**config.mk**
```make
export PLATFORM = sky130hd
export DESIGN_NAME = rgle_scan
export DESIGN_NICKNAME = d
export VERILOG_FILES = /design/src/rtl/core/rgle_pkg.sv /design/src/rtl/core/rgle_scan.sv
export SDC_FILE = /design/constraint.sdc
export NUM_CORES = 1
export LEC_CHECK = 0
export ABC_AREA = 1
export BUFFER_PORTS_ARGS = -buffer_cell sky130_fd_sc_hd__buf_4
export CELL_PAD_IN_SITES_DETAIL_PLACEMENT = 1
export CELL_PAD_IN_SITES_GLOBAL_PLACEMENT = 1
export CORE_AREA = 2 2 149 166
export DETAILED_ROUTE_END_ITERATION = 8
export DIE_AREA = 0 0 151 168
export GPL_ROUTABILITY_DRIVEN = 0
export PLACE_DENSITY = 0.87
export REMOVE_ABC_BUFFERS = 1
export SYNTH_ARGS = -nofsm -noshare
export SYNTH_HDL_FRONTEND = slang
export SYNTH_SLANG_ARGS = --single-unit
```
**constraint.sdc**
```tcl
create_clock -name clk_i -period 1.9 [get_ports clk_i]
set_input_delay 0.095 -clock clk_i [delete_from_list [all_inputs] [get_ports clk_i]]
set_output_delay 0.095 -clock clk_i [all_outputs]
set_load 0.01 [all_outputs]
```
**src/rtl/core/rgle_pkg.sv**
```systemverilog
// Shared types, constants and helpers for the RGB-to-grey Laplacian edge filter.
// No dependencies; the scan, kernel and top-level files import this package.
package rgle_pkg;

  // Configuration port
  localparam int unsigned CFG_IDX_W  = 2;
  localparam int unsigned CFG_DATA_W = 13;

  localparam logic [CFG_IDX_W-1:0] REG_WIDTH  = 2'd0;
  localparam logic [CFG_IDX_W-1:0] REG_HEIGHT = 2'd1;

  // Frame geometry limits and reset values
  localparam int unsigned MIN_DIM       = 3;
  localparam int unsigned MAX_HEIGHT    = 4096;
  localparam int unsigned RESET_WIDTH   = 640;
  localparam int unsigned RESET_HEIGHT  = 480;

  // Luma weights, scaled by 2^GREY_SHIFT
  localparam logic [9:0]  COEF_R     = 10'd307;
  localparam logic [9:0]  COEF_G     = 10'd604;
  localparam logic [9:0]  COEF_B     = 10'd113;
  localparam int unsigned GREY_SHIFT = 10;

  localparam logic [7:0]  PIX_MAX    = 8'd255;

  // One pixel on its way from the scan stage to the kernel stage
  typedef struct packed {
    logic [7:0]  grey;
    logic        emit;        // window centre is interior: produce a word
    logic [11:0] dest_row;
    logic [10:0] dest_col;
    logic        frame_done;
  } rgle_item_t;

  function automatic logic [7:0] grey_of(input logic [7:0] r, input logic [7:0] g,
                                         input logic [7:0] b);
    logic [17:0] acc;
    acc = 18'(COEF_R) * 18'(r) + 18'(COEF_G) * 18'(g) + 18'(COEF_B) * 18'(b);
    return 8'(acc >> GREY_SHIFT);
  endfunction

endpackage

```
**src/rtl/core/rgle_scan.sv**
```systemverilog
// Scan stage: geometry registers, raster position counters, grey conversion
// and the stage register feeding the kernel. Depends on rgle_pkg.
module rgle_scan #(
  parameter int unsigned MAX_WIDTH = 2048,
  parameter int unsigned CW        = $clog2(MAX_WIDTH)
) (
  input  logic                           clk_i,
  input  logic                           rst_ni,
  input  logic                           cfg_valid_i,
  input  logic [rgle_pkg::CFG_IDX_W-1:0] cfg_index_i,
  input  logic [rgle_pkg::CFG_DATA_W-1:0] cfg_data_i,
  input  logic                           accept_i,
  input  logic                           block_i,
  input  logic [7:0]                     red_i,
  input  logic [7:0]                     green_i,
  input  logic [7:0]                     blue_i,
  output logic [CW-1:0]                  rd_addr_o,
  output logic                           s1_valid_o,
  output logic [CW-1:0]                  s1_addr_o,
  output rgle_pkg::rgle_item_t           s1_item_o
);
  import rgle_pkg::*;

  localparam int unsigned RST_W = (RESET_WIDTH < MAX_WIDTH) ? RESET_WIDTH : MAX_WIDTH;
  localparam logic [CW-1:0] RST_COL_LAST = CW'(RST_W - 1);

  logic [CW-1:0] col_last_q, col_last_d;
  logic [11:0]   row_last_q, row_last_d;
  logic [12:0]   height_q, height_d;
  logic [CW-1:0] col_q, col_d;
  logic [11:0]   row_q, row_d;
  logic          s1_valid_q, s1_valid_d;
  logic [CW-1:0] s1_addr_q;
  rgle_item_t    s1_item_q, item_d;

  logic [11:0]   w_raw;
  logic [13:0]   w_clamp;
  logic [12:0]   h_raw;
  logic [13:0]   h_clamp;
  logic          col_end, row_end;
  logic [CW-1:0] col_m1;

  // Clamp written geometry once, at write time
  always_comb begin
    w_raw = cfg_data_i[11:0];
    h_raw = cfg_data_i[12:0];
    if (14'(w_raw) < 14'(MIN_DIM)) begin
      w_clamp = 14'(MIN_DIM);
    end else if (14'(w_raw) > 14'(MAX_WIDTH)) begin
      w_clamp = 14'(MAX_WIDTH);
    end else begin
      w_clamp = 14'(w_raw);
    end
    if (14'(h_raw) < 14'(MIN_DIM)) begin
      h_clamp = 14'(MIN_DIM);
    end else if (14'(h_raw) > 14'(MAX_HEIGHT)) begin
      h_clamp = 14'(MAX_HEIGHT);
    end else begin
      h_clamp = 14'(h_raw);
    end
  end

  always_comb begin
    col_last_d = col_last_q;
    row_last_d = row_last_q;
    height_d   = height_q;
    if (cfg_valid_i && cfg_index_i == REG_WIDTH) begin
      col_last_d = CW'(w_clamp - 14'd1);
    end
    if (cfg_valid_i && cfg_index_i == REG_HEIGHT) begin
      height_d   = 13'(h_clamp);
      row_last_d = 12'(h_clamp - 14'd1);
    end
  end

  assign col_end = (col_q == col_last_q);
  assign row_end = (row_q == row_last_q);
  assign col_m1  = col_q - CW'(1);

  // Advance the raster position; a write to the width or height register restarts the frame
  always_comb begin
    col_d = col_q;
    row_d = row_q;
    if (cfg_valid_i && (cfg_index_i == REG_WIDTH || cfg_index_i == REG_HEIGHT)) begin
      col_d = '0;
      row_d = '0;
    end else if (accept_i) begin
      if (col_end) begin
        col_d = '0;
        row_d = row_end ? 12'd0 : row_q + 12'd1;
      end else begin
        col_d = col_q + CW'(1);
      end
    end
  end

  always_comb begin
    item_d.grey       = grey_of(red_i, green_i, blue_i);
    item_d.emit       = (row_q >= 12'd2) && (col_q >= CW'(2));
    item_d.dest_row   = 12'(height_q - {1'b0, row_q});
    item_d.dest_col   = 11'(col_m1);
    item_d.frame_done = row_end && col_end;
    s1_valid_d        = block_i ? s1_valid_q : accept_i;
  end

  always_ff @(posedge clk_i or negedge rst_ni) begin
    if (!rst_ni) begin
      col_last_q <= RST_COL_LAST;
      row_last_q <= 12'(RESET_HEIGHT - 1);
      height_q   <= 13'(RESET_HEIGHT);
      col_q      <= '0;
      row_q      <= '0;
      s1_valid_q <= 1'b0;
    end else begin
      col_last_q <= col_last_d;
      row_last_q <= row_last_d;
      height_q   <= height_d;
      col_q      <= col_d;
      row_q      <= row_d;
      s1_valid_q <= s1_valid_d;
    end
  end

  always_ff @(posedge clk_i) begin
    if (accept_i) begin
      s1_item_q <= item_d;
      s1_addr_q <= col_q;
    end
  end

  assign rd_addr_o  = col_q;
  assign s1_valid_o = s1_valid_q;
  assign s1_addr_o  = s1_addr_q;
  assign s1_item_o  = s1_item_q;

  a_col_in_line: assert property (@(posedge clk_i) disable iff (!rst_ni)
    col_q <= col_last_q)
    else $error("column counter ran past end of line");

  a_row_in_frame: assert property (@(posedge clk_i) disable iff (!rst_ni)
    row_q <= row_last_q)
    else $error("row counter ran past end of frame");

  a_emit_interior: assert property (@(posedge clk_i) disable iff (!rst_ni)
    (s1_valid_q && s1_item_q.emit) |-> (s1_addr_q >= CW'(2)))
    else $error("result flagged for a border column");

endmodule

```
## After elaboration in Yosys (flattened, before gate mapping)

Cells that the tools add are included.

| cells by class | value |
|---|---|
| add/sub/neg operators | 8 |
| $mul | 3 |
| $lt $le $gt $ge | 6 |
| equal/unequal tests | 3 |
| mux-type cells | 11 |
| reductions and logical operators | 10 |

Operator list:

| cell | number |
|---|---|
| 12-bit 2-to-1 mux | 6 |
| 11-bit 2-to-1 mux | 5 |
| 11-bit by 1-bit subtractor with 11-bit output, second input constant | 2 |
| 17-bit by 18-bit adder with 18-bit output | 1 |
| 18-bit by 15-bit adder with 18-bit output | 1 |
| 9-bit by 8-bit multiplier with 17-bit output, first input constant | 1 |
| 8-bit by 8-bit multiplier with 16-bit output, first input constant | 1 |
| 7-bit by 8-bit multiplier with 15-bit output, first input constant | 1 |
| 13-bit greater-than comparator, second input constant | 1 |
| 13-bit by 2-bit less-than comparator with 1-bit output, second input constant | 1 |
| 12-bit by 1-bit adder with 12-bit output, second input constant | 1 |
| 12-bit == test | 1 |
| 12-bit by 2-bit >= comparator with 1-bit output, second input constant | 1 |
| 12-bit greater-than comparator, second input constant | 1 |
| 12-bit by 2-bit less-than comparator with 1-bit output, second input constant | 1 |
| 12-bit by 1-bit subtractor with 12-bit output, second input constant | 1 |
| 12-bit subtractor | 1 |
| 11-bit by 1-bit adder with 11-bit output, second input constant | 1 |
| 11-bit == test | 1 |
| 11-bit by 2-bit >= comparator with 1-bit output, second input constant | 1 |
| 1-bit logical AND | 5 |
| 2-bit nonzero test | 2 |
| 2-bit by 1-bit == test with 1-bit output, second input constant | 1 |
| 2-bit logical NOT | 1 |
| other kinds (2) | 2 |

| word-level totals | value |
|---|---|
| register bits | 103 |
| input bits | 44 |
| output and inout bits | 56 |
| word-level logic and storage cells | 53 |

## Logic depth before layout (Yosys ltp)

| logic depth | value |
|---|---|
| word-level depth | 5 |
| depth in mapped cells | 25 |
| gate-level depth less buffers | 25 |

## Worst setup path before layout

Ideal clock, no wire load.

| timing path | value |
|---|---|
| kind | input to register |
| start | in green_i[5] |
| end | reg s1_item_q, in the netlist s1_item_o[31] (data pin) |
| library setup time | 252 ps |
| arrival time | 5099 ps |
| required time | 1648 ps |
| slack | -3451 ps |
| stages on the path | 24 |
| buffers on the path | 0 |
| path through | fa_1 -> inv_1 -> fa_1 -> inv_1 -> fa_1 -> fa_1 -> ha_1 -> inv_1 -> o21bai_1 -> a31oi_1 -> xnor2_1 -> ha_1 -> inv_1 -> fa_1 -> fa_1 -> inv_1 -> ha_1 -> a21oi_1 -> o21a_1 -> nand2_1 -> nand2_1 -> nand2_1 -> nand2_1 -> nand2_1 |

RTL lines:

| element | line | RTL |
|---|---|---|
| start: declaration | rgle_scan.sv:15 | `input logic [7:0] green_i,` |
| end signal: assignment | rgle_scan.sv:126 | `s1_item_q <= item_d;` |
| end: declaration | rgle_scan.sv:34 | `rgle_item_t s1_item_q, item_d;` |

==> reports/metrics.cfg <==
[floorplanning]
die_y_um = 168
io_pins = 100
core_area_um2 = 23900
start_util = 0.410
dieArea_um2 = 25400
rows = 60
die_x_um = 151

[sta]
max-slew-margin-rel = 0.449
max_clock_freq_mhz = 182
finClkSkew_ns = 0.0160
finalMaxSlewViolations = 0
tightest_slew_ns = 0.827
finalSetupViolations = 32
setup_ws_ns = -3.59
period_minus_slack_ns = 5.49
final-hold-violation-count = 0
hold_slack_ns = 0.0683
finalCritPeriodShare = 2.89
rsz0062_at_grt = true

[placement]
port_buffers = 99
hpwl_um = 25500
place_inst = 1652
dpl_cell_area_um2 = 11700

[cells_and_area]
nFillCells = 2704
final_area_um2 = 13300
ff_latch_area_um2 = 2830
syn2layout_area_growth_pct = 35.8
antenna_cells = 0
final_nets = 1621
fin_cells = 1696
multi_input_area_um2 = 6940
final_layout_size_suffix_gt1_frac = 0.346

[clocking]
cts_tree = done
clk_pin_slew_ns = 0.08
cts_max_path_buffers = 2
cts_sinks = 103
cts_buffers = 9
cts-root-buf = clkbuf_16
clk_latency_ns = 0.37
htree_levels = 3

[logic_synthesis]
yosysSeqAreaShare = 0.289
synth_area_leaders = ha_1 16%, fa_1 14%, edfxtp_1 14%, dfrtp_1 10%, inv_1 8.8%
yosysUniqueCellTypes = 45
post-synth-top-count-cell = inv_1
avgSynthCellArea_um2 = 8.58
yosysWarnings = 0
yosysTopAreaCell = ha_1
netlist_area_um2 = 9780
synth_common_cells = 230 x inv_1, 216 x nand2_1, 128 x ha_1
synth_top_area_share = 0.164
async_flop_share = 0.573
ys_ff_latch = 103
synth_cells = 1140
synth-edff-count = 44
ys.flop_type = edfxtp_1

[global_route]
grt_max_degree = 60
grt_usage = 0.297
gr-total-overflow = 0
antenna_found_initial = 0
grt_pass1_vias = 10485
grt_pass1_wl_um = 57500

[hold_path]
hold_path_startpoint = cfg_data_i[12]
hold_path_depth = 4
hold_path.class = primary input to flop
hold_end = height_q[10]

[route]
first_pass_iters = 5
via_count = 9962
ant_nets = 0
viasPerCell = 5.87
drc_errors = 0
wl_per_cell_um = 26.3
drtIter0Drc = 705
finalWirelength_um = 44700

[critical_path]
cp_common_cell = fa_2
cp_max_fo = 4
startpoint_type = primary input
required_ns = 2.02
crit_arrival_ns = 5.61
timing.rr.start = row_q[2]
rrSetupSlack_ns = -0.52
rr_worst_depth = 10
crit_path_max_incr_delay_ns = 0.58
end_kind = flop
crit_type = primary input to flop
timing.rr.end = s1_item_o[22]
slowest_stage = fa_1

[outcome]
violations = setup timing
status = finished with violations

[flow_run]
drv_cap = 0

-- sequential cells by signal, indices dropped and copies added (netlist names) --
name and cells:
row_q 12, s1_item_o 33, height_q 12, s1_addr_o 11, col_last_q 11, rd_addr_o 11, row_last_q 12, s1_valid_o 1
-- kinds of logic after synthesis --
group,after synthesis,share of synthesized area
flip-flops,103,0.289
adder cells (fa/ha/maj),196,0.303
XOR/XNOR,55,0.0500
AO/OA/AOI/OAI,129,0.0765
AND/OR/NAND/NOR,402,0.179
buffers and inverters,255,0.104
-- worst max-delay path by stage --
stage               start             to  slack (ns)  cells after the start
4_1_cts        green_i[7]  s1_item_o[32]       -3.19                     26
2_1_floorplan  green_i[5]  s1_item_o[31]       -3.45                     24
3_3_place_gp   green_i[5]  s1_item_o[31]       -3.74                     25
5_1_grt        green_i[7]  s1_item_o[31]       -3.65                     25
3_5_place_dp   green_i[5]  s1_item_o[30]       -4.11                     24
6_report       green_i[7]  s1_item_o[31]       -3.59                     25
-- cells in the final DEF (no fill, tap or decap), types with 14 or more instances in the layout --
master / n
buf_4: 233
inv_1: 200
nand2_1: 198
ha_1: 96
nor2_1: 61
fa_1: 59
edfxtp_1: 44
nand3_1: 39
o21ai_0: 34
dfrtp_1: 34
xor2_1: 29
inv_2: 28
ha_4: 28
nand4_1: 27
dfstp_2: 20
a21oi_1: 19
a21oi_2: 15
buf_6: 15
xnor2_1: 14
nand2_2: 14
nor3_1: 14
-- metrics by stage --
stage          setup TNS, ns  setup slack [ns]   util
2_1_floorplan         -27.00             -3.45      -
3_3_place_gp          -29.90             -3.74  0.491
3_5_place_dp          -33.23             -4.11  0.491
4_1_cts               -24.75             -3.19  0.530
5_1_grt               -31.63             -3.65  0.557
6_report              -30.11             -3.59  0.557
-- critical path, delay by kind of cell --
family | cells | cell delay [ns]
buffers and inverters | 6 | 0.37
adders and majority gates | 9 | 3.85
AOI/OAI and AO/OA | 4 | 0.59
and+or+nand+nor | 5 | 0.39
xor gates and xnor gates | 1 | 0.31
-- layer usage --
metal	track usage	up-vias	part of all wire
met5	0	-	0
met4	0.155	0	0.095
met3	0.0493	312	0.069
met2	0.573	651	0.51
met1	0.301	4865	0.32
li1	-	4134	-
-- final cells by class --
class                   count  share of cell area
multi-input cells         782               0.522
well taps                 310              0.0292
clock inverters             6             0.00320
repair inverters            1            0.000471
inverters                 233              0.0672
flip-flops and latches    103               0.213
clock buffers              10              0.0180
repair buffers            251               0.147
-- what timing repair did --
item | in CTS | in global routing
buffers inserted | 10 | 17
pin swaps | 66 | 57
setup endpoints to repair | 14 | 34
gates resized for setup | 130 | 112
hold endpoints to repair | 40 | 0
hold buffers | 2 | 0
gates cloned | 0 | 1
Power is not shown: default switching activity piles up to over one toggle a cycle in this logic, so the estimate is an artifact.
