===== src/rtl/core/rgle_pkg.sv =====
// Shared types, constants and helpers for the RGB-to-grey Laplacian edge filter.
// No dependencies; the scan, kernel and top-level files import this package.
package rgle_pkg;

  // Configuration port
  localparam int unsigned CFG_IDX_W  = 2;
  localparam int unsigned CFG_DATA_W = 13;

  localparam logic [CFG_IDX_W-1:0] REG_WIDTH  = 2'd0;
  localparam logic [CFG_IDX_W-1:0] REG_HEIGHT = 2'd1;

  // Frame geometry limits and reset values
  localparam int unsigned MIN_DIM       = 3;
  localparam int unsigned MAX_HEIGHT    = 4096;
  localparam int unsigned RESET_WIDTH   = 640;
  localparam int unsigned RESET_HEIGHT  = 480;

  // Luma weights, scaled by 2^GREY_SHIFT
  localparam logic [9:0]  COEF_R     = 10'd307;
  localparam logic [9:0]  COEF_G     = 10'd604;
  localparam logic [9:0]  COEF_B     = 10'd113;
  localparam int unsigned GREY_SHIFT = 10;

  localparam logic [7:0]  PIX_MAX    = 8'd255;

  // One pixel on its way from the scan stage to the kernel stage
  typedef struct packed {
    logic [7:0]  grey;
    logic        emit;        // window centre is interior: produce a word
    logic [11:0] dest_row;
    logic [10:0] dest_col;
    logic        frame_done;
  } rgle_item_t;

  function automatic logic [7:0] grey_of(input logic [7:0] r, input logic [7:0] g,
                                         input logic [7:0] b);
    logic [17:0] acc;
    acc = 18'(COEF_R) * 18'(r) + 18'(COEF_G) * 18'(g) + 18'(COEF_B) * 18'(b);
    return 8'(acc >> GREY_SHIFT);
  endfunction

endpackage


===== src/rtl/core/rgle_kernel.sv =====
// Kernel stage: 3x3 grey window, 8-neighbour Laplacian, clamp and output register.
// Depends on rgle_pkg.
module rgle_kernel (
  input  logic                 clk_i,
  input  logic                 rst_ni,
  input  logic                 s1_valid_i,
  input  rgle_pkg::rgle_item_t s1_item_i,
  input  logic [15:0]          line_rdata_i,
  input  logic                 out_stall_i,
  output logic                 block_o,
  output logic                 fire_o,
  output logic [15:0]          line_wdata_o,
  output logic                 out_valid_o,
  output logic [7:0]           edge_level_o,
  output logic [11:0]          dest_row_o,
  output logic [10:0]          dest_column_o,
  output logic                 frame_done_o
);
  import rgle_pkg::*;

  // win_q[0..2]: column c-2 (upper, lower, current); win_q[3..5]: column c-1
  logic [5:0][7:0]    win_q, win_d;
  logic [7:0]         up, lo;
  logic [10:0]        neigh_sum;
  logic signed [11:0] diff;
  logic [7:0]         level;
  logic               fire;
  logic               out_valid_q, out_valid_d;
  logic [7:0]         level_q;
  logic [11:0]        row_q;
  logic [10:0]        col_q;
  logic               done_q;

  assign up = line_rdata_i[15:8];
  assign lo = line_rdata_i[7:0];

  // Hold the stage while a result has nowhere to go
  assign block_o = s1_valid_i && s1_item_i.emit && out_valid_q && out_stall_i;
  assign fire    = s1_valid_i && !block_o;
  assign fire_o  = fire;

  // Upper line takes the old lower value, lower line takes the new pixel
  assign line_wdata_o = {lo, s1_item_i.grey};

  always_comb begin
    neigh_sum = 11'(win_q[0]) + 11'(win_q[1]) + 11'(win_q[2]) + 11'(win_q[3])
              + 11'(win_q[5]) + 11'(up) + 11'(lo) + 11'(s1_item_i.grey);
    diff      = $signed({1'b0, win_q[4], 3'b000}) - $signed({1'b0, neigh_sum});
    if (diff < 12'sd0) begin
      level = '0;
    end else if (diff > $signed({4'b0, PIX_MAX})) begin
      level = PIX_MAX;
    end else begin
      level = diff[7:0];
    end
  end

  always_comb begin
    win_d = win_q;
    if (fire) begin
      win_d[0] = win_q[3];
      win_d[1] = win_q[4];
      win_d[2] = win_q[5];
      win_d[3] = up;
      win_d[4] = lo;
      win_d[5] = s1_item_i.grey;
    end
  end

  always_comb begin
    out_valid_d = out_valid_q;
    if (fire && s1_item_i.emit) begin
      out_valid_d = 1'b1;
    end else if (!out_stall_i) begin
      out_valid_d = 1'b0;
    end
  end

  always_ff @(posedge clk_i or negedge rst_ni) begin
    if (!rst_ni) begin
      win_q       <= '0;
      out_valid_q <= 1'b0;
    end else begin
      win_q       <= win_d;
      out_valid_q <= out_valid_d;
    end
  end

  always_ff @(posedge clk_i) begin
    if (fire && s1_item_i.emit) begin
      level_q <= level;
      row_q   <= s1_item_i.dest_row;
      col_q   <= s1_item_i.dest_col;
      done_q  <= s1_item_i.frame_done;
    end
  end

  assign out_valid_o   = out_valid_q;
  assign edge_level_o  = level_q;
  assign dest_row_o    = row_q;
  assign dest_column_o = col_q;
  assign frame_done_o  = done_q;

  a_result_lands: assert property (@(posedge clk_i) disable iff (!rst_ni)
    (fire && s1_item_i.emit) |=> out_valid_q)
    else $error("fired result did not reach the output register");

  a_window_holds: assert property (@(posedge clk_i) disable iff (!rst_ni)
    !fire |=> $stable(win_q))
    else $error("window moved without a pixel leaving the kernel stage");

endmodule


===== config.mk =====
export PLATFORM = sky130hd
export DESIGN_NAME = rgle_kernel
export DESIGN_NICKNAME = d
export VERILOG_FILES = /design/src/rtl/core/rgle_pkg.sv /design/src/rtl/core/rgle_kernel.sv
export SDC_FILE = /design/constraint.sdc
export NUM_CORES = 1
export LEC_CHECK = 0
export BUFFER_PORTS_ARGS = -buffer_cell sky130_fd_sc_hd__buf_4
export CAP_MARGIN = 20
export CORE_ASPECT_RATIO = 1.1
export CORE_UTILIZATION = 55
export CTS_CLUSTER_DIAMETER = 200
export CTS_CLUSTER_SIZE = 40
export DETAILED_ROUTE_END_ITERATION = 8
export GPL_ROUTABILITY_DRIVEN = 0
export PLACE_DENSITY = 0.88
export SLEW_MARGIN = 20
export SYNTH_ARGS = -nofsm -noshare
export SYNTH_HDL_FRONTEND = slang
export SYNTH_SLANG_ARGS = --single-unit

===== constraint.sdc =====
create_clock -name clk_i -period 6.28 [get_ports clk_i]
set_clock_uncertainty 0.1 [all_clocks]
set_input_delay 0.314 -clock clk_i [delete_from_list [all_inputs] [get_ports clk_i]]
set_output_delay 0.314 -clock clk_i [all_outputs]
set_load 0.05 [all_outputs]

# Word level (Yosys, flattened, before mapping)
# Cells that the tools add are included.
# Widths: inputs -> output; s select.
op_classes:
  addsub: 8
  multipliers: 0
  n_div: 0
  n_lt_le_gt_ge: 2
  n_eq_ne: 1
  n_shift: 0
  mux: 3
  bitwise_logic: 0
  reduce_logical: 6
ops:
  columns: ["operator", "count"]
  rows:
  - ["$add 11x8->11", 4]
  - ["$gt 12x9->1 const B", 1]
  - ["$lt 12x1->1 const B", 1]
  - ["$sub 11x11->12", 1]
  - ["$add 10x8->11", 1]
  - ["$add 9x8->10", 1]
  - ["$add 8x8->9", 1]
  - ["$mux 8", 1]
  - ["$logic_and 1x1->1", 5]
  - ["$mux 1", 2]
  - ["$ne 2x1->1 const B", 1]
  - ["$logic_not 1->1", 1]
totals:
  register_bits: 81
  latchBits: 0
  ramBits: 0
  mem_bits_ro: 0
  out_inout_bits: 51
  wordCells: 31
  memories: 0

# Longest topological paths before layout
# Gate-level depths: netlist of run 1.
logic_depth:
  depth_word: 10
  depth_mapped: 17

# Least setup slack after synthesis of run 1
# Ideal clock, no wire load.
synth_timing:
  kind: "reg-to-reg"
  startpoint: "register win_q[14] (netlist bit)"
  endpoint: "register level_q[7], in the netlist edge_level_o[7], data pin"
  setup_ns: 0.254
  t_arrival_ns: 4.548
  required_time_ns: 5.926
  path_slack_ns: 1.377
  path_stages_with_launch: 16
  n_path_buf: 1
  synth_period_minus_slack_ns: 4.903
  cell_sequence: "dfrtp_1 > inv_1 > fa_1 > fa_1 > fa_1 > inv_1 > fa_1 > inv_1 > ha_1 > and3_4 > and3_4 > o21a_1 > or4b_1 > or3_1 > buf_6 > o21a_1"
synth_between:
  elab_chain_len: 10
  word_cells_on_any_way: 11
  classes_between: "8 x add/sub; 2 x order compare; 1 x mux"
synth_lines:
  columns: ["item", "line_no", "rtl"]
  rows:
  - ["from (decl)", "rgle_kernel.sv:22", "logic [5:0][7:0] win_q, win_d;"]
  - ["from (signal assigned)", "rgle_kernel.sv:84", "win_q <= win_d;"]
  - ["$add 8x8->9 *", "rgle_kernel.sv:46", "neigh_sum = 11'(win_q[0]) + 11'(win_q[1]) + 11'(win_q[2]) + 11'(win_q[3])"]
  - ["$add 9x8->10 *", "rgle_kernel.sv:46", null]
  - ["$add 10x8->11 *", "rgle_kernel.sv:46", null]
  - ["$add 11x8->11 * (4 in series)", "rgle_kernel.sv:47", "+ 11'(win_q[5]) + 11'(up) + 11'(lo) + 11'(s1_item_i.grey);"]
  - ["$sub 11x11->12 *", "rgle_kernel.sv:48", "diff = $signed({1'b0, win_q[4], 3'b000}) - $signed({1'b0, neigh_sum});"]
  - ["$gt 12x9->1", "rgle_kernel.sv:51", "end else if (diff > $signed({4'b0, PIX_MAX})) begin"]
  - ["$mux 8", "rgle_kernel.sv:51", null]
  - ["to (signal assigned)", "rgle_kernel.sv:91", "level_q <= level;"]
  - ["to (decl)", "rgle_kernel.sv:29", "logic [7:0] level_q;"]
# Every way passes the cells marked *; elsewhere a longest branch is shown, timed or not.
# A chain may end at the register's enable or synchronous reset.

# Worst setup path in the final report of run 1
layout_timing:
  startpoint: "register win_q[25] (netlist bit)"
  endpoint: "register level_q[0], in the netlist edge_level_o[0], data pin"
layout_between:
  elab_chain_len: 8
  word_cells_on_any_way: 9
  classes_between: "6 x add/sub; 2 x order compare; 1 x mux"
layout_lines:
  columns: ["item", "line_no"]
  rows:
  - ["$add 10x8->11 *", "rgle_kernel.sv:46"]
  - ["$add 11x8->11 * (4 in series)", "rgle_kernel.sv:47"]
  - ["$sub 11x11->12 *", "rgle_kernel.sv:48"]
  - ["$gt 12x9->1", "rgle_kernel.sv:51"]
  - ["$mux 8", "rgle_kernel.sv:51"]
# Marked as above.

==> out/metrics.csv, run 1 <==
stage,metric,value,unit
critical_path,reg2reg path depth,14,
floorplanning,Boundary Pins,104,
clock_tree,CTS Hold Bufs,1,
critical_path,worst r2r src,win_q[25]$_DFFE_PN0P_,
yosys,Mapped Area,0.00504,mm²
layout,diodes inserted,0,
critical_path,CP required,6.29,ns
clock_tree,Worst-Skew Late Latency,0.36,ns
floorplanning,die area,0.00955,mm²
critical_path,Critical Path Source Type,flop,
global_routing,Top Usage Layer GRT,met2,
clock_tree,Post-CTS Setup Inserts,0,
critical_path,CP Launch Point,win_q[25]$_DFFE_PN0P_,
drt,Iter 0 DRT Violations,148,
critical_path,CP arrival,5.12,ns
global_routing,met2 Use GR,38.6,%
layout,area grow syn2layout,19.6,%
critical_path,WS Path Type,reg2reg,
global_routing,GRT Total Usage,21.2,%
drt,Pre-Repair DR Iteration Count,4,
critical_path,most frequent CP cell,fa_1,
critical_path,flop2flop setup slack,1.17,ns
critical_path,Setup crit end kind,flop,
critical_path,Critical path destination,edge_level_o[0]$_SDFFCE_PN0P_,
floorplanning,die width,93.3,µm
clock_tree,CTS H-tree depth,3,
global_routing,met1 GRT Util,25.6,%
timing,Slew @ Worst Pin,0.973,ns
timing,Setup TNS,0,ns
global_routing,largest net degree at the start of global routing,62,
layout,Nets,690,
critical_path,Critical Path Fanout Max,8,
yosys,Yosys cell types,33,
hold_path,HP Class,in2reg,
critical_path,crit path max-delay cell type,fa_1,
timing,RSZ-0062 raised after global routing,false,
layout,Seq. cell area,0.00219,mm²
drt,wire per inst,13.6,µm
placement,port buffer count,103,
critical_path,CP Cell Sequence,inv_1 > fa_1 > fa_1 > fa_1 > inv_1 > fa_1 > inv_1 > ha_1 > o211a_1 > o21ai_0 > o32ai_1 > or4b_1 > or3_1 > o21a_1,
layout,Filler cells,659,
clock_tree,Num CTS Buffers,9,
timing,relative slew slack,35.0,%
global_routing,GRT met3 Usage,4.02,%
clock_tree,clk slew on worst S/H paths,0.09,ns
clock_tree,Root Driver,clkbuf_8,
layout,multi-input logic area,0.00227,mm²
yosys,syn_area_per_cell,10.6,µm²
yosys,Syn Inst Count,477,
placement,Post-DP HPWL,7200,µm
yosys,post-synthesis net count,602,
clock_tree,Post-CTS Resized,0,
timing,Setup-failing EPs final,0,
timing,crit path time final,5.11,ns
timing,final hold viol count,0,
timing,Final Cycle Share,81.4,%
yosys,"flops & latches, synth",81,
timing,f_max,196,MHz
floorplanning,core footprint,0.00887,mm²
critical_path,max incr delay on CP,0.56,ns
drt,"antenna viol nets, final",0,
drt,routed via count,3445,
global_routing,number of global-route vias before repair,3504,
layout,layout cells sized above 1,21.9,%
floorplanning,# rows,36,
yosys,post-synthesis sequential area ratio,43.4,%
floorplanning,Initial Utilization,56.8,%
drt,Post-route DRC,0,
layout,Finished Core Util,67.9,%
clock_tree,clk buf depth,2,
yosys,Ys Warns,0,
global_routing,gr ovfl total,0,
clock_tree,clock sink count,81,
timing,max-slew violations,0,
global_routing,initial antenna violation count,0,
floorplanning,die height,102,µm
global_routing,first-pass GRT wire length,15500,µm
drt,drt total wl,9290,µm
drt,Via density,5.04,
clock_tree,CTS tree,done,
status,status,finished clean,
job,max-cap check violation count,0,
critical_path,r2r endpoint,edge_level_o[0]$_SDFFCE_PN0P_,
[critical path: cells and delay by family, from the launching register on]
family | cells | cell delay [ns]
DFF | 1 | 0.39
and+or+nand+nor | 2 | 0.93
buffers and inverters | 3 | 0.20
adders and majority gates | 5 | 2.36
AOI/OAI and AO/OA | 4 | 0.89
[synthesized netlist by cell type]
library cell | number | area (µm²)
xnor2_1 | 6 | 52.6
nor2_1 | 10 | 37.5
o211a_1 | 1 | 10.0
nand3_1 | 4 | 20.0
fa_1 | 53 | 1060
or3_1 | 1 | 6.26
buf_4 | 16 | 120
a21oi_1 | 10 | 50.1
o32ai_1 | 1 | 8.76
o21ai_1 | 1 | 5.00
ha_1 | 19 | 238
o211ai_1 | 2 | 15.0
xor2_1 | 2 | 17.5
nor3_1 | 4 | 20.0
a211oi_1 | 2 | 15.0
edfxtp_1 | 32 | 961
inv_1 | 111 | 417
dfrtp_1 | 49 | 1230
nor2b_1 | 1 | 6.26
o21ai_0 | 48 | 240
o21bai_1 | 1 | 7.51
and3_4 | 2 | 22.5
buf_6 | 3 | 33.8
buf_1 | 1 | 3.75
a311o_2 | 1 | 11.3
a21o_1 | 5 | 37.5
inv_2 | 1 | 3.75
nand2_1 | 68 | 255
a31oi_1 | 1 | 6.26
nand3b_1 | 1 | 7.51
o21a_1 | 11 | 82.6
clkbuf_1 | 8 | 30.0
or4b_1 | 1 | 10.0
[per-layer routing]
metal | wire length [µm] | vias to the layer above
li1 | - | 1640
met4 | 141 | 0
met3 | 568 | 16
met5 | 0 | -
met1 | 3670 | 1661
met2 | 4900 | 128
[final cells by class]
class	count	area share, %
clock buffer	10	2.12
clock inverter	6	1.52
inverter	112	6.98
multi-input combinational	256	37.6
sequential	81	36.3
tap	114	2.37
timing repair buffer	105	13.1
[through the flow]
step	std cells	cell area [µm²]	setup WS (ns)	hold slack [ns]
finish	684	6030	1.17	0.0259
global route	684	6030	0.959	0.00574
CTS	684	6030	1.16	0.0107
detailed placement	667	5800	1.08	0.275
global placement	667	5800	1.20	0.270
floorplan	477	5040	1.38	-0.0816
[sequential cells by signal (all words and copies together) (netlist names)]
register       count
win_q             48
edge_level_o       8
frame_done_o       1
dest_column_o     11
dest_row_o        12
out_valid_o        1
[placed cells by master, fill, tap and decap left out, types with 9 or more instances in the layout]
cell type / instances
inv_1: 111
buf_4: 104
nand2_1: 68
fa_1: 53
dfrtp_1: 49
o21ai_0: 48
edfxtp_1: 32
ha_1: 19
o21a_1: 11
nor2_1: 10
a21oi_1: 9
clkbuf_8: 9
[worst min path at each step]
stage                             start                           to  slack, ns  cells past startpoint
after global routing      s1_item_i[16]      dest_row_o[4]$_DFFE_PP_      0.006                      1
after CTS                 s1_item_i[11]  dest_column_o[10]$_DFFE_PP_       0.01                      1
after detailed placement         rst_ni        win_q[44]$_DFFE_PN0P_       0.28                      1
after global placement           rst_ni        win_q[27]$_DFFE_PN0P_       0.27                      1
final                     s1_item_i[11]  dest_column_o[10]$_DFFE_PP_       0.03                      1
after floorplan                  rst_ni      out_valid_o$_DFFE_PN0P_      -0.08                      0
[kinds of logic after synthesis]
logic type                 synth area share (%)
buffers and inverters                      12.1
and+or+nand+nor                            7.65
AOI/OAI and AO/OA                          9.71
DFF                                        43.4
xor gates and xnor gates                   1.39
adders and majority gates                  25.8
Power of run 1 is left out: the tool's default activity adds up to more than one toggle a clock period on the data nets, which glitch-free logic cannot reach.
==> inputs of run 2 (changes only) <==
==> constraint.sdc (replaced) <==
create_clock -name clk_i -period 5.2 [get_ports clk_i]
set_clock_uncertainty 0.1 [all_clocks]
set_input_delay 0.26 -clock clk_i [delete_from_list [all_inputs] [get_ports clk_i]]
set_output_delay 0.26 -clock clk_i [all_outputs]
set_load 0.05 [all_outputs]
==> out/metrics.csv, run 2 (synthesis gave the netlist of run 1 again) <==
stage,metric,value,unit,change
critical_path,Critical Path Source Type,flop,,unchanged
clock_tree,Worst-Skew Late Latency,0.38,ns,was 0.36 ns
clock_tree,clock sink count,81,,unchanged
timing,Setup TNS,0,ns,unchanged
layout,Largest register FFs,48,,unchanged
layout,Nets,715,,was 690
drt,drt total wl,9600,µm,was 9290 µm
critical_path,CP arrival,5.07,ns,was 5.12 ns
timing,final hold viol count,0,,unchanged
layout,Biggest register,win_q,,unchanged
layout,"commonest cells after routing, fill and taps aside","111 x inv_1, 105 x buf_4, 68 x nand2_1",,"was 111 x inv_1, 104 x buf_4, 68 x nand2_1"
drt,Via density,5.00,,was 5.04
floorplanning,die height,102,µm,unchanged
drt,"antenna viol nets, final",0,,unchanged
timing,Slew @ Worst Pin,0.957,ns,was 0.973 ns
timing,Setup-failing EPs final,0,,unchanged
drt,Iter 0 DRT Violations,159,,was 148
placement,Post-DP HPWL,7320,µm,was 7200 µm
drt,wire per inst,13.5,µm,was 13.6 µm
layout,"commonest non-fill, non-tap cell in the layout",inv_1,,unchanged
global_routing,first-pass GRT wire length,16000,µm,was 15500 µm
critical_path,WS Path Type,reg2reg,,unchanged
placement,Place WS,0.0606,ns,was 1.08 ns
timing,f_max,198,MHz,was 196 MHz
global_routing,GRT Total Usage,21.9,%,was 21.2%
drt,routed via count,3547,,was 3445
placement,port buffer count,103,,unchanged
global_routing,number of global-route vias before repair,3573,,was 3504
drt,Pre-Repair DR Iteration Count,4,,unchanged
critical_path,Setup crit end kind,flop,,unchanged
drt,Post-route DRC,0,,unchanged
clock_tree,CTS tree,done,,unchanged
global_routing,initial antenna violation count,0,,unchanged
layout,Filler cells,632,,was 659
critical_path,Critical Path Fanout Max,8,,unchanged
floorplanning,Boundary Pins,104,,unchanged
floorplanning,# rows,36,,unchanged
floorplanning,die width,93.3,µm,unchanged
hold_path,HP Class,in2reg,,unchanged
floorplanning,Initial Utilization,56.8,%,unchanged
floorplanning,core footprint,0.00887,mm²,unchanged
global_routing,gr ovfl total,0,,unchanged
critical_path,CP required,5.22,ns,was 6.29 ns
clock_tree,Root Driver,clkbuf_8,,unchanged
global_routing,largest net degree at the start of global routing,62,,unchanged
timing,crit path time final,5.05,ns,was 5.11 ns
layout,layout cells sized above 1,21.3,%,was 21.9%
job,max-cap check violation count,0,,unchanged
layout,Finished Core Util,70.4,%,was 67.9%
clock_tree,Num CTS Buffers,9,,unchanged
status,status,finished clean,,unchanged
timing,final hold slack,0.0109,ns,was 0.0259 ns
clock_tree,CTS H-tree depth,3,,unchanged
timing,max-slew violations,0,,unchanged
clock_tree,clk slew on worst S/H paths,0.09,ns,about the same
timing,Final Cycle Share,97.1,%,was 81.4%
floorplanning,die area,0.00955,mm²,unchanged
layout,diodes inserted,0,,unchanged
timing,RSZ-0062 raised after global routing,false,,unchanged
timing,relative slew slack,36.0,%,was 35.0%
layout,area grow syn2layout,24.0,%,was 19.6%
timing,Final WS setup,0.149,ns,was 1.17 ns
clock_tree,clk buf depth,2,,unchanged
-- run 2: cell types whose count changed in the layout (fill, tap and decap cells not counted) --
cell and delta:
buf_4 +1, bufinv_16 -2, clkbuf_16 +1, clkinv_2 +1, clkinv_4 +1, clkinvlp_4 -2, dlygate4sd3_1 +24, inv_4 +1
o21ai_0 -1, o21ai_1 +1, or3_1 -1, or3_4 +1
-- run 2: routing by layer --
metal / share of wire [%] / wire length [µm] / track usage [%]
met3: 5.5 / 523 / 4.17
met5: 0 / 0 / 0
met1: 40 / 3830 / 25.8
met2: 53 / 5060 / 39.9
met4: 1.9 / 181 / 8.64
-- run 2: timing repair --
item | 4_1_cts | 5_1_grt
hold endpoints to repair | 73 | 0
hold buffers | 25 | 0
setup endpoints to repair | 0 | 8
setup buffers | 0 | 0
gates resized for setup | 0 | 2
-- run 2: critical path: stages, from the launching register on --
cell and delay (ns):
dfrtp_1 0.36, inv_1 0.06, fa_1 0.51, fa_1 0.53, fa_1 0.55, inv_1 0.06, fa_1 0.52, inv_1 0.04
ha_1 0.37, and3_4 0.23, and3_4 0.17, o21a_1 0.16, or4b_1 0.50, or3_4 0.42, o21a_1 0.21
-- run 2: cell type report --
class                           count  area, µm²  share of cell area [%]
Tap cell                          114        143                    2.28
Timing Repair Buffer              130       1040                    16.6
Multi-Input combinational cell    256       2270                    36.3
Clock inverter                      5       36.3                   0.581
Clock buffer                       11        153                    2.44
Inverter                          112        420                    6.73
Sequential cell                    81       2190                    35.0
-- run 2: through the flow --
| step | cells | cell area [µm²] |
|---|---|---|
| final | 709 | 6250 |
| after CTS | 709 | 6240 |
| after global routing | 709 | 6250 |
| after detailed placement | 668 | 5800 |
| after floorplan | 477 | 5040 |
| after global placement | 668 | 5800 |
-- run 2: path summary, 6_finish.rpt --
| path | start | endpoint | slack [ns] | depth (start not counted) |
|---|---|---|---|---|
| max in group asynchronous | rst_ni | win_q[32]$_DFFE_PN0P_ | 4.22 | 2 |
| hold / removal | line_rdata_i[5] | win_q[37]$_DFFE_PN0P_ | 0.01 | 3 |
| setup reg to reg | win_q[14]$_DFFE_PN0P_ | edge_level_o[4]$_SDFFCE_PN0P_ | 0.15 | 14 |
| hold reg to reg | win_q[23]$_DFFE_PN0P_ | win_q[23]$_DFFE_PN0P_ | 0.39 | 2 |
| min in group asynchronous | rst_ni | win_q[42]$_DFFE_PN0P_ | 0.35 | 2 |
| setup / recovery | win_q[14]$_DFFE_PN0P_ | edge_level_o[4]$_SDFFCE_PN0P_ | 0.15 | 14 |
Power of run 2 is left out for the same reason.
